<file path="src/pdc_pkg.sv">
// Shared types, constants and the CRC-8 byte update for the packet deframer.
package pdc_pkg;

    localparam logic [7:0] CRC_POLY     = 8'h07;
    localparam logic [8:0] POS_MAX      = 9'd511;
    localparam logic [8:0] CMD_MIN_POS  = 9'd3;   // first data byte, command layout
    localparam logic [8:0] RESP_MIN_POS = 9'd5;   // first data byte out, response layout

    localparam logic KIND_DATA    = 1'b0;
    localparam logic KIND_SUMMARY = 1'b1;

    localparam logic [1:0] ERR_OK       = 2'd0;
    localparam logic [1:0] ERR_SHORT    = 2'd1;
    localparam logic [1:0] ERR_MISMATCH = 2'd2;

    // One queued result: a data beat or an end-of-packet summary.
    typedef struct packed {
        logic        kind;
        logic [7:0]  byte_val;   // data byte, or received CRC byte in a summary
        logic [7:0]  code;
        logic [7:0]  len;
        logic [7:0]  seq;
        logic [15:0] status;
        logic [7:0]  crc_calc;
        logic        resp;
        logic [1:0]  err;
    } t_rec;

    // MSB-first CRC-8, no reflection, no final xor.
    function automatic logic [7:0] crc8_next(input logic [7:0] crc, input logic [7:0] b);
        logic [7:0] v;
        v = crc ^ b;
        for (int i = 0; i < 8; i++) begin
            v = {v[6:0], 1'b0} ^ (v[7] ? CRC_POLY : 8'h00);
        end
        return v;
    endfunction

endpackage

</file>
<file path="src/pdc_front.sv">
// Front end: tracks packet position, header fields and CRC, emits result records.
module pdc_front (
    input  logic          i_clk,
    input  logic          i_rst_n,
    input  logic          i_cfg_we,
    input  logic          i_cfg_response_mode,
    input  logic          i_accept,
    input  logic [7:0]    i_rx_byte,
    input  logic          i_last_byte,
    output logic          o_push,
    output pdc_pkg::t_rec o_rec
);
    import pdc_pkg::*;

    logic       r_resp;
    logic [8:0] r_pos,  n_pos;
    logic [7:0] r_crc,  n_crc;
    logic [7:0] r_code, n_code;
    logic [7:0] r_len,  n_len;
    logic [7:0] r_seq,  n_seq;
    logic [7:0] r_rec0, n_rec0;   // previous byte
    logic [7:0] r_rec1, n_rec1;   // byte before that
    logic [7:0] crc_code, crc_two, crc_cur;

    assign crc_code = crc8_next(8'h00, r_code);
    assign crc_two  = crc8_next(crc_code, i_rx_byte);
    assign crc_cur  = crc8_next(r_crc, i_rx_byte);

    always_comb begin
        n_pos  = r_pos;
        n_crc  = r_crc;
        n_code = r_code;
        n_len  = r_len;
        n_seq  = r_seq;
        n_rec0 = r_rec0;
        n_rec1 = r_rec1;
        o_push = 1'b0;
        o_rec  = '0;
        if (i_accept) begin
            if (r_pos == 9'd0) begin
                n_code = i_rx_byte;
            end else if (r_pos == 9'd1) begin
                n_len = i_rx_byte;
                if (i_rx_byte >= 8'd2) begin
                    n_crc = crc_two;
                end else if (i_rx_byte >= 8'd1) begin
                    n_crc = crc_code;
                end else begin
                    n_crc = 8'h00;
                end
            end else begin
                if (r_pos == 9'd2) begin
                    n_seq = i_rx_byte;
                end
                if (r_pos < {1'b0, r_len}) begin
                    n_crc = crc_cur;
                end
            end

            if (i_last_byte) begin
                o_push         = 1'b1;
                o_rec.kind     = KIND_SUMMARY;
                o_rec.byte_val = i_rx_byte;
                o_rec.code     = n_code;
                o_rec.len      = n_len;
                o_rec.seq      = n_seq;
                o_rec.status   = r_resp ? {r_rec1, r_rec0} : 16'h0000;
                o_rec.crc_calc = n_crc;
                o_rec.resp     = r_resp;
                if (r_pos != {1'b0, n_len}) begin
                    o_rec.err = ERR_MISMATCH;
                end else if (r_pos < (r_resp ? RESP_MIN_POS : CMD_MIN_POS)) begin
                    o_rec.err = ERR_SHORT;
                end else begin
                    o_rec.err = ERR_OK;
                end
                n_pos  = '0;
                n_crc  = '0;
                n_code = '0;
                n_len  = '0;
                n_seq  = '0;
                n_rec0 = '0;
                n_rec1 = '0;
            end else begin
                if (!r_resp && r_pos >= CMD_MIN_POS) begin
                    o_push         = 1'b1;
                    o_rec.kind     = KIND_DATA;
                    o_rec.byte_val = i_rx_byte;
                end else if (r_resp && r_pos >= RESP_MIN_POS) begin
                    // response data trails by two beats so the status word never leaks
                    o_push         = 1'b1;
                    o_rec.kind     = KIND_DATA;
                    o_rec.byte_val = r_rec1;
                end
                n_rec1 = r_rec0;
                n_rec0 = i_rx_byte;
                if (r_pos != POS_MAX) begin
                    n_pos = r_pos + 9'd1;
                end
            end
        end
    end

    always_ff @(posedge i_clk) begin
        if (!i_rst_n) begin
            r_resp <= 1'b0;
            r_pos  <= '0;
            r_crc  <= '0;
            r_code <= '0;
            r_len  <= '0;
            r_seq  <= '0;
            r_rec0 <= '0;
            r_rec1 <= '0;
        end else begin
            if (i_cfg_we) begin
                r_resp <= i_cfg_response_mode;
            end
            r_pos  <= n_pos;
            r_crc  <= n_crc;
            r_code <= n_code;
            r_len  <= n_len;
            r_seq  <= n_seq;
            r_rec0 <= n_rec0;
            r_rec1 <= n_rec1;
        end
    end

endmodule

</file>
<file path="src/pdc_fifo.sv">
// Result queue between front and back end.
module pdc_fifo #(
    parameter int DEPTH = 4
) (
    input  logic          i_clk,
    input  logic          i_rst_n,
    input  logic          i_push,
    input  pdc_pkg::t_rec i_rec,
    input  logic          i_pop,
    output pdc_pkg::t_rec o_rec,
    output logic          o_full,
    output logic          o_empty
);
    import pdc_pkg::*;

    localparam int AW = (DEPTH > 1) ? $clog2(DEPTH) : 1;
    localparam int CW = $clog2(DEPTH + 1);
    localparam logic [AW-1:0] LAST_IDX = AW'(DEPTH - 1);
    localparam logic [CW-1:0] FULL_CNT = CW'(DEPTH);

    t_rec          r_mem [DEPTH];
    logic [AW-1:0] r_wr_ptr, n_wr_ptr;
    logic [AW-1:0] r_rd_ptr, n_rd_ptr;
    logic [CW-1:0] r_count,  n_count;
    logic          do_push, do_pop;

    assign o_full  = (r_count == FULL_CNT);
    assign o_empty = (r_count == '0);
    assign do_push = i_push && !o_full;
    assign do_pop  = i_pop && !o_empty;
    assign o_rec   = r_mem[r_rd_ptr];

    always_comb begin
        n_wr_ptr = r_wr_ptr;
        n_rd_ptr = r_rd_ptr;
        n_count  = r_count;
        if (do_push) begin
            n_wr_ptr = (r_wr_ptr == LAST_IDX) ? '0 : r_wr_ptr + AW'(1);
        end
        if (do_pop) begin
            n_rd_ptr = (r_rd_ptr == LAST_IDX) ? '0 : r_rd_ptr + AW'(1);
        end
        if (do_push && !do_pop) begin
            n_count = r_count + CW'(1);
        end else if (do_pop && !do_push) begin
            n_count = r_count - CW'(1);
        end
    end

    always_ff @(posedge i_clk) begin
        if (do_push) begin
            r_mem[r_wr_ptr] <= i_rec;
        end
    end

    always_ff @(posedge i_clk) begin
        if (!i_rst_n) begin
            r_wr_ptr <= '0;
            r_rd_ptr <= '0;
            r_count  <= '0;
        end else begin
            r_wr_ptr <= n_wr_ptr;
            r_rd_ptr <= n_rd_ptr;
            r_count  <= n_count;
        end
    end

endmodule

</file>
<file path="src/pdc_back.sv">
// Back end: formats the queue head into result fields and does the CRC check.
module pdc_back (
    input  pdc_pkg::t_rec i_rec,
    output logic          o_kind,
    output logic [7:0]    o_data_byte,
    output logic [7:0]    o_first_byte,
    output logic [7:0]    o_length_field,
    output logic [7:0]    o_sequence_res,
    output logic [15:0]   o_status_word,
    output logic [7:0]    o_crc_byte,
    output logic          o_crc_ok,
    output logic [1:0]    o_error_code,
    output logic          o_last
);
    import pdc_pkg::*;

    logic summ;
    assign summ = (i_rec.kind == KIND_SUMMARY);

    assign o_kind         = i_rec.kind;
    assign o_data_byte    = summ ? 8'h00 : i_rec.byte_val;
    assign o_first_byte   = summ ? i_rec.code : 8'h00;
    assign o_length_field = summ ? i_rec.len : 8'h00;
    // response layout keeps only the upper nibble of the sequence byte
    assign o_sequence_res = !summ      ? 8'h00 :
                            i_rec.resp ? {4'h0, i_rec.seq[7:4]} : i_rec.seq;
    assign o_status_word  = summ ? i_rec.status : 16'h0000;
    assign o_crc_byte     = summ ? i_rec.byte_val : 8'h00;
    assign o_crc_ok       = summ && (i_rec.crc_calc == i_rec.byte_val);
    assign o_error_code   = summ ? i_rec.err : ERR_OK;
    assign o_last         = 1'b1;

endmodule

</file>
<file path="src/packet_deframer_crc8.sv">
// A result beat is written into the result queue at the clock edge that accepts the input beat that causes it.
// Throughput: one input beat per cycle while full is low; each beat yields at most one result beat.
// full rises only while the result queue holds QUEUE_DEPTH beats nobody has popped.
// Reset is synchronous, active low: queue emptied, packet state cleared, command layout.
// No clearing pass; the block takes beats from the first cycle after reset.
module packet_deframer_crc8 #(
    parameter int QUEUE_DEPTH = 4
) (
    input  logic        i_clk,
    input  logic        i_rst_n,
    // configuration
    input  logic        i_cfg_we,
    input  logic        i_cfg_response_mode,
    // input queue side
    input  logic        push,
    output logic        full,
    input  logic [7:0]  i_rx_byte,
    input  logic        i_last_byte,
    // result queue side
    output logic        empty,
    input  logic        pop,
    output logic        o_kind,
    output logic [7:0]  o_data_byte,
    output logic [7:0]  o_first_byte,
    output logic [7:0]  o_length_field,
    output logic [7:0]  o_sequence_res,
    output logic [15:0] o_status_word,
    output logic [7:0]  o_crc_byte,
    output logic        o_crc_ok,
    output logic [1:0]  o_error_code,
    output logic        o_last
);
    import pdc_pkg::*;

    logic accept;
    logic rec_push;
    t_rec rec_in;
    t_rec rec_head;

    // a beat is taken whenever the queue has room for its possible result
    assign accept = push && !full;

    // Front: header capture, bytewise CRC-8, data/summary classification.
    pdc_front u_front (
        .i_clk               (i_clk),
        .i_rst_n             (i_rst_n),
        .i_cfg_we            (i_cfg_we),
        .i_cfg_response_mode (i_cfg_response_mode),
        .i_accept            (accept),
        .i_rx_byte           (i_rx_byte),
        .i_last_byte         (i_last_byte),
        .o_push              (rec_push),
        .o_rec               (rec_in)
    );

    // Queue decouples the byte stream from a stalling consumer.
    pdc_fifo #(
        .DEPTH (QUEUE_DEPTH)
    ) u_fifo (
        .i_clk   (i_clk),
        .i_rst_n (i_rst_n),
        .i_push  (rec_push),
        .i_rec   (rec_in),
        .i_pop   (pop),
        .o_rec   (rec_head),
        .o_full  (full),
        .o_empty (empty)
    );

    // Back: field formatting and CRC compare on the oldest queued beat.
    pdc_back u_back (
        .i_rec          (rec_head),
        .o_kind         (o_kind),
        .o_data_byte    (o_data_byte),
        .o_first_byte   (o_first_byte),
        .o_length_field (o_length_field),
        .o_sequence_res (o_sequence_res),
        .o_status_word  (o_status_word),
        .o_crc_byte     (o_crc_byte),
        .o_crc_ok       (o_crc_ok),
        .o_error_code   (o_error_code),
        .o_last         (o_last)
    );

endmodule

</file>
<file path="config.mk">
export PLATFORM = sky130hd
export DESIGN_NAME = packet_deframer_crc8
export DESIGN_NICKNAME = d
export VERILOG_FILES = /design/src/pdc_pkg.sv /design/src/pdc_front.sv /design/src/pdc_fifo.sv /design/src/pdc_back.sv /design/src/packet_deframer_crc8.sv
export SDC_FILE = /design/constraint.sdc
export NUM_CORES = 1
export LEC_CHECK = 0
export ABC_AREA = 1
export BUFFER_PORTS_ARGS = -buffer_cell sky130_fd_sc_hd__buf_4
export CAP_MARGIN = 20
export CORE_MARGIN = 4
export CORE_UTILIZATION = 60
export DETAILED_ROUTE_END_ITERATION = 8
export PLACE_DENSITY = 0.84
export SYNTH_ARGS = -nofsm -noshare
export SYNTH_HDL_FRONTEND = slang
export SYNTH_SLANG_ARGS = --single-unit
</file>
<file path="constraint.sdc">
create_clock -name i_clk -period 5.79 [get_ports i_clk]
set_clock_uncertainty 0.05 [all_clocks]
set_input_delay 0.8685 -clock i_clk [delete_from_list [all_inputs] [get_ports i_clk]]
set_output_delay 0.8685 -clock i_clk [all_outputs]
set_load 0.01 [all_outputs]
</file>
-- Word-level counts from Yosys, hierarchy flattened
Memories as Yosys holds them, arrays and structs flattened. A register that Yosys moved wholly into a read port is not among the register bits.
Index checks and enable logic that the tools add are counted.
- memories: 1
- register bits: 65
- RAM bits: 240
- bits of input ports: 15
- add/sub/neg operators: 5
- muxes and demuxes: 73
- reductions and logical operators: 18
- bitwise operators: 26
- order comparisons: 6
- eq/ne operators: 8
- memories (memory ; depth ; width ; rd ports ; clocked after memory_dff ; write ports ; line ; RTL):
    u_fifo.r_mem ; 4 ; 60 ; 1 ; 1 ; 1 ; pdc_fifo.sv:21 ; t_rec r_mem [DEPTH];
- operators by type and width (kind ; number):
    bitwise XOR 8 bit ; 26
    2-to-1 mux 8 bit ; 25
    2-to-1 mux 3 bit ; 27
    2-to-1 mux 60 bit ; 1
    2-to-1 mux 51 bit ; 1
    2-to-1 mux 9 bit ; 4
    2-to-1 mux 16 bit ; 2
    2-to-1 mux 2 bit ; 6
    adder 9 x 1 -> 9 bit (second input constant) ; 1
    equality test 9 x 1 -> 1 bit (second input constant) ; 1
    equality test 9 x 2 -> 1 bit (second input constant) ; 1
    >= comparator 9 x 2 -> 1 bit (second input constant) ; 1
    >= comparator 9 x 3 -> 1 bit (second input constant) ; 1
    zero test 9 bit ; 1
    less-than comparator 9 x 8 -> 1 bit ; 1
    less-than comparator 9 bit ; 1
    inequality test 9 x 8 -> 1 bit ; 1
    inequality test 9 bit (second input constant) ; 1
    equality test 8 bit ; 1
    >= comparator 8 x 1 -> 1 bit (second input constant) ; 1
    >= comparator 8 x 2 -> 1 bit (second input constant) ; 1
    logical AND 1 bit ; 8
    2-to-1 mux 1 bit ; 7
    zero test 1 bit ; 5
    other kinds (8) ; 11

-- Longest topological paths before layout
- depth after elaboration: 38
- mapped depth: 19
- depth with buffers taken out: 18

-- Hierarchy
Synthesis repeated with hierarchy kept, for this count alone.
- cells, all modules: 1599
- area, all modules: 14787.9 µm²
- by module, submodules not included (module ; cells an instance ; seq. area each (µm²) ; instances ; area each (µm²)):
    pdc_fifo ; 652 ; 7387.1 ; 1 ; 9566.7
    pdc_front ; 781 ; 1161.1 ; 1 ; 4545.6
    pdc_back ; 164 ; 0.0 ; 1 ; 665.6
    packet_deframer_crc8 ; 2 ; 0.0 ; 1 ; 10.0

-- Worst setup path after synthesis
No wires, ideal clock.
- kind: register to register
- start: register u_front.r_pos[1]
- end: memory u_fifo.r_mem[0][0] (netlist bit), enable pin
- stages on the path, launching flop included: 11
- slack: 1.259 ns
- arrival: 4.003 ns
- cells stage by stage: dfxtp_1 > inv_1 > ha_1 > inv_1 > a31oi_1 > inv_1 > a21oi_2 > inv_1 > nand2_1 > nand2_1 > nor2_1
- longest elaborated chain between the ends: 9
- elaborated cells between the ends (all ways): 11
- classes of those cells: order compare: 2; mux: 6; reduce/logical: 3
- RTL lines (item ; line ; RTL):
    start: declaration ; pdc_front.sv:16 ; logic [8:0] r_pos, n_pos;
    start signal: assignment ; pdc_front.sv:118 ; r_pos <= n_pos;
    >= comparator 9 x 3 -> 1 bit ; pdc_front.sv:89 ; end else if (r_resp && r_pos >= RESP_MIN_POS) begin
    logical AND 1 bit ; pdc_front.sv:89 ;
    2-to-1 mux 1 bit ; pdc_front.sv:89 ;
    2-to-1 mux 1 bit * ; pdc_front.sv:85 ; if (!r_resp && r_pos >= CMD_MIN_POS) begin
    2-to-1 mux 1 bit * ; pdc_front.sv:60 ; if (i_last_byte) begin
    2-to-1 mux 1 bit * ; pdc_front.sv:39 ; if (i_accept) begin
    logical AND 1 bit * ; pdc_fifo.sv:29 ; assign do_push = i_push && !o_full;
    2-to-1 mux 1 bit * ; pdc_fifo.sv:51 ; if (do_push) begin
    2-to-1 mux 1 bit (not written as such) * ; pdc_fifo.sv:52 ; r_mem[r_wr_ptr] <= i_rec;
    end: declaration ; pdc_fifo.sv:21 ;
Mark *: on every way between the ends. The rest lies on a longest branch, timed or not.

==> flow_metrics.py <==
metrics = {
    "outcome": {
        "outcome": "completed",
    },
    "clock_network": {
        "clk-insertion-delay-late_ns": 0.54,
        "tritoncts": "done",
        "cts_num_sinks": 307,
        "post_cts_resize_count": 0,
        "cts_setup_buffers": 0,
        "cts_hold_buf": 0,
        "clkTransAtPathRegs_ns": 0.06,
        "ctsHtreeMaxLevel": 1,
        "clock_tree.buffer_depth": 3,
        "tritoncts.num_buffers": 29,
        "clock_tree.root_cell": "sky130_fd_sc_hd__clkbuf_16",
    },
    "power": {
        "sequentialPowerShare": 0.363,
        "power.density_nw_per_um2": 437,
        "power.share.switching": 0.352,
        "pwr-share-comb": 0.353,
        "switching_power_total_mw": 2.51,
        "part_of_the_power_in_the_clock_network": 0.284,
        "leakage_nw": 6.40,
        "cellInternalPower_mw": 4.63,
        "max-vdd-ir-drop_mv": 0.239,
    },
    "floorplan": {
        "die-height_um": 163,
        "io_pins": 78,
        "std_cell_rows": 56,
        "die_area_um2": 26600,
        "floorplan.initialDensity": 0.612,
        "core_area_um2": 23600,
        "chipWidth_um": 163,
    },
    "flow_run": {
        "max-cap-violations": 0,
    },
    "timing": {
        "max_freq_mhz": 234,
        "finalCritPeriodShare": 0.738,
        "report.final.setup_viol": 0,
        "worst_pin_slew_ns": 0.997,
        "timing.final.max_slew_violations": 0,
        "fin_tns_setup_ns": 0,
        "unrepaired_setup_endpoints_after_global_routing": "false",
        "timing.final.hold_violations": 0,
        "max_slew_margin": 0.334,
        "final_period_minus_worst_setup_slack_ns": 4.27,
    },
    "hold_path": {
        "min-delay-start": "u_front.r_len[3]",
        "whs_path_depth": 2,
        "worstHoldPathType": "reg -> reg",
        "worstHoldEndpoint": "u_front.r_len[3]",
    },
    "synth": {
        "syn_area_um2": 14500,
        "synth-seq-area-share": 0.591,
        "yosys_register_bits": 307,
        "synth-async-reset-ratio": 0,
        "yosysWarningCount": 0,
        "postSynthNetCount": 1565,
        "post_synth_edffs": 240,
        "post_synth.cell_area_avg_um2": 9.45,
        "post_synth_inst_count": 1529,
        "synth.distinct_cells": 55,
        "ys.flop_type": "sky130_fd_sc_hd__edfxtp_1",
    },
    "finish": {
        "util_after_layout": 0.692,
        "layout-drive-gt1-share": 0.116,
        "regArea_um2": 8550,
        "fin_nets": 1609,
        "signed_area_change_from_the_synthesized_netlist_to_the_final_layout_pct": 13.1,
        "fillers": 1657,
        "multiInputGateArea_um2": 5070,
        "diodes": 0,
    },
    "global_routing": {
        "first_global_vias": 10600,
        "grt.overflow.total": 0,
        "antenna_found_initial": 0,
        "grt_use_total": 0.268,
        "grt_start_max_net_pins": 121,
        "grt_pass1_wl_mm": 57.0,
    },
    "worst_setup_path": {
        "setup.worst_path.end_class": "output pin",
        "reg2reg_setup_slack_ns": 1.96,
        "worst-endpoint-arrival_ns": 3.35,
        "crit-reg2reg-capture": "u_fifo.r_mem[1][46]",
        "worstRegToRegCells": 11,
        "start_of_the_worst_register_to_register_path": "u_front.r_pos[1]",
        "worstPathRequired_ns": 4.87,
        "cp-start-kind": "flop",
        "crit_path_max_fanout": 77,
        "critical_path_class": "reg -> out",
    },
    "detailed_routing": {
        "routed-via-count": 11400,
        "detail_route.vias_per_cell": 5.95,
        "dr.pass1.iters": 6,
        "postRouteAntennaNets": 0,
        "wirelength_mm": 36.4,
        "detailedRoute.firstIterationViolations": 1438,
        "wire_per_inst_um": 19.0,
        "detailed_route_drc_error_count": 0,
    },
    "placed_design": {
        "gp_congestion": 0.958,
        "portBuffers": 76,
        "post-dp-hpwl_mm": 23.3,
    },
}
-- Yosys cell counts, types with 5 or more instances --
cell type / instances / area, um2
sky130_fd_sc_hd__nand2_1: 281 / 1050
sky130_fd_sc_hd__edfxtp_1: 240 / 7210
sky130_fd_sc_hd__nor2_1: 232 / 871
sky130_fd_sc_hd__inv_1: 139 / 522
sky130_fd_sc_hd__o21ai_0: 136 / 681
sky130_fd_sc_hd__a21oi_1: 89 / 445
sky130_fd_sc_hd__dfxtp_1: 67 / 1340
sky130_fd_sc_hd__nand3_1: 58 / 290
sky130_fd_sc_hd__clkbuf_1: 56 / 210
sky130_fd_sc_hd__o22ai_1: 56 / 350
sky130_fd_sc_hd__ha_1: 20 / 250
sky130_fd_sc_hd__xor2_1: 20 / 175
sky130_fd_sc_hd__xnor2_1: 14 / 123
sky130_fd_sc_hd__a32o_1: 10 / 100
sky130_fd_sc_hd__buf_2: 10 / 50.1
sky130_fd_sc_hd__a2bb2oi_1: 8 / 70.1
sky130_fd_sc_hd__buf_1: 7 / 26.3
sky130_fd_sc_hd__inv_2: 7 / 26.3
sky130_fd_sc_hd__a211oi_1: 6 / 45.0
sky130_fd_sc_hd__o21ai_1: 6 / 30.0
sky130_fd_sc_hd__nor3_1: 5 / 25.0
-- power by group through the flow --
stage	Combinational (mW)	Clock (mW)	Sequential, mW
after floorplan	1.58	0	2.62
after global placement	2.39	0	2.63
after detailed placement	2.46	0	2.64
after CTS	2.48	2.04	2.59
after global routing	2.76	2.13	2.60
final	2.52	2.03	2.59
-- registers in the layout, summed over array words and instances, names as in the netlist, named ones only --
register,cells
u_front.r_seq,8
u_fifo.r_count,3
u_front.r_len,8
u_front.r_rec1,8
u_front.r_crc,8
u_front.r_rec0,8
u_fifo.r_rd_ptr,2
u_fifo.r_mem,240
u_front.r_code,8
u_fifo.r_wr_ptr,2
u_front.r_pos,9
u_front.r_resp,1
-- critical path, stage by stage (launching register included) --
cell and delay [ns]:
sky130_fd_sc_hd__dfxtp_4 0.35, sky130_fd_sc_hd__clkinv_2 0.71, sky130_fd_sc_hd__o21ai_0 0.53, sky130_fd_sc_hd__o22a_1 0.30, sky130_fd_sc_hd__o22ai_1 0.12, sky130_fd_sc_hd__a211oi_1 0.26
sky130_fd_sc_hd__nand2_1 0.12, sky130_fd_sc_hd__nor4_1 0.23, sky130_fd_sc_hd__buf_4 0.18
-- cells by family after synthesis --
logic type,after synthesis,synth area share
DFF,307,0.591
and+or+nand+nor,603,0.171
AOI/OAI and AO/OA,332,0.132
buffers and inverters,228,0.0614
other,1,0.000259
adders and majority gates,21,0.0187
xor gates and xnor gates,37,0.0248
-- through the flow --
| step | power [mW] | worst slack [ns] | instances | instance area (um2) | hold slack [ns] |
|---|---|---|---|---|---|
| finish | 7.14 | 1.52 | 1914 | 16400 | 0.419 |
| global route | 7.49 | 1.31 | 1914 | 16400 | 0.455 |
| CTS | 7.12 | 1.47 | 1912 | 16300 | 0.421 |
| detailed placement | 5.09 | 1.95 | 1859 | 15300 | 0.411 |
| global placement | 5.02 | 2.06 | 1859 | 15300 | 0.403 |
| floorplan | 4.20 | 1.26 | 1529 | 14500 | 0.387 |
-- worst max-delay path by stage --
stage | cells after the start | slack, ns | start | endpoint
6_report | 8 | 1.52 | flop | o_crc_ok
2_1_floorplan | 10 | 1.26 | u_front.r_pos[1] | u_fifo.r_mem[0][0]
5_1_grt | 9 | 1.31 | flop | o_crc_ok
3_3_place_gp | 11 | 2.06 | i_last_byte | u_fifo.r_count[2]
4_1_cts | 8 | 1.47 | flop | o_crc_ok
3_5_place_dp | 11 | 1.95 | i_last_byte | u_fifo.r_count[2]
-- cell usage in the layout, fill, tap and decap left out, types with 7 or more instances in the layout --
cell                        count
sky130_fd_sc_hd__a32o_1        10
sky130_fd_sc_hd__ha_1          20
sky130_fd_sc_hd__a21oi_1       89
sky130_fd_sc_hd__o22ai_1       56
sky130_fd_sc_hd__edfxtp_1     240
sky130_fd_sc_hd__inv_1        138
sky130_fd_sc_hd__buf_4         89
sky130_fd_sc_hd__xor2_1        20
sky130_fd_sc_hd__xnor2_1       14
sky130_fd_sc_hd__inv_2          8
sky130_fd_sc_hd__nand2_1      281
sky130_fd_sc_hd__dfxtp_1       66
sky130_fd_sc_hd__a2bb2oi_1      8
sky130_fd_sc_hd__clkbuf_8       7
sky130_fd_sc_hd__nor2_1       228
sky130_fd_sc_hd__clkbuf_16     35
sky130_fd_sc_hd__o21ai_0      136
sky130_fd_sc_hd__nand3_1       58
-- layer usage --
| metal | part of all wire | vias to the layer above | track usage |
|---|---|---|---|
| met5 | 0 | - | 0 |
| met4 | 0.024 | 0 | 0.0728 |
| met3 | 0.092 | 71 | 0.0379 |
| met2 | 0.49 | 592 | 0.448 |
| met1 | 0.39 | 5424 | 0.373 |
| li1 | - | 5302 | - |
-- layout make-up --
cell class                      instances  share of cell area
Clock inverter                         10             0.00543
Timing Repair Buffer                   90              0.0425
Inverter                              151              0.0350
Sequential cell                       307               0.523
Clock buffer                           43              0.0597
Multi-Input combinational cell        994               0.310
Tap cell                              319              0.0244
Power figures use the tool's default switching activity.
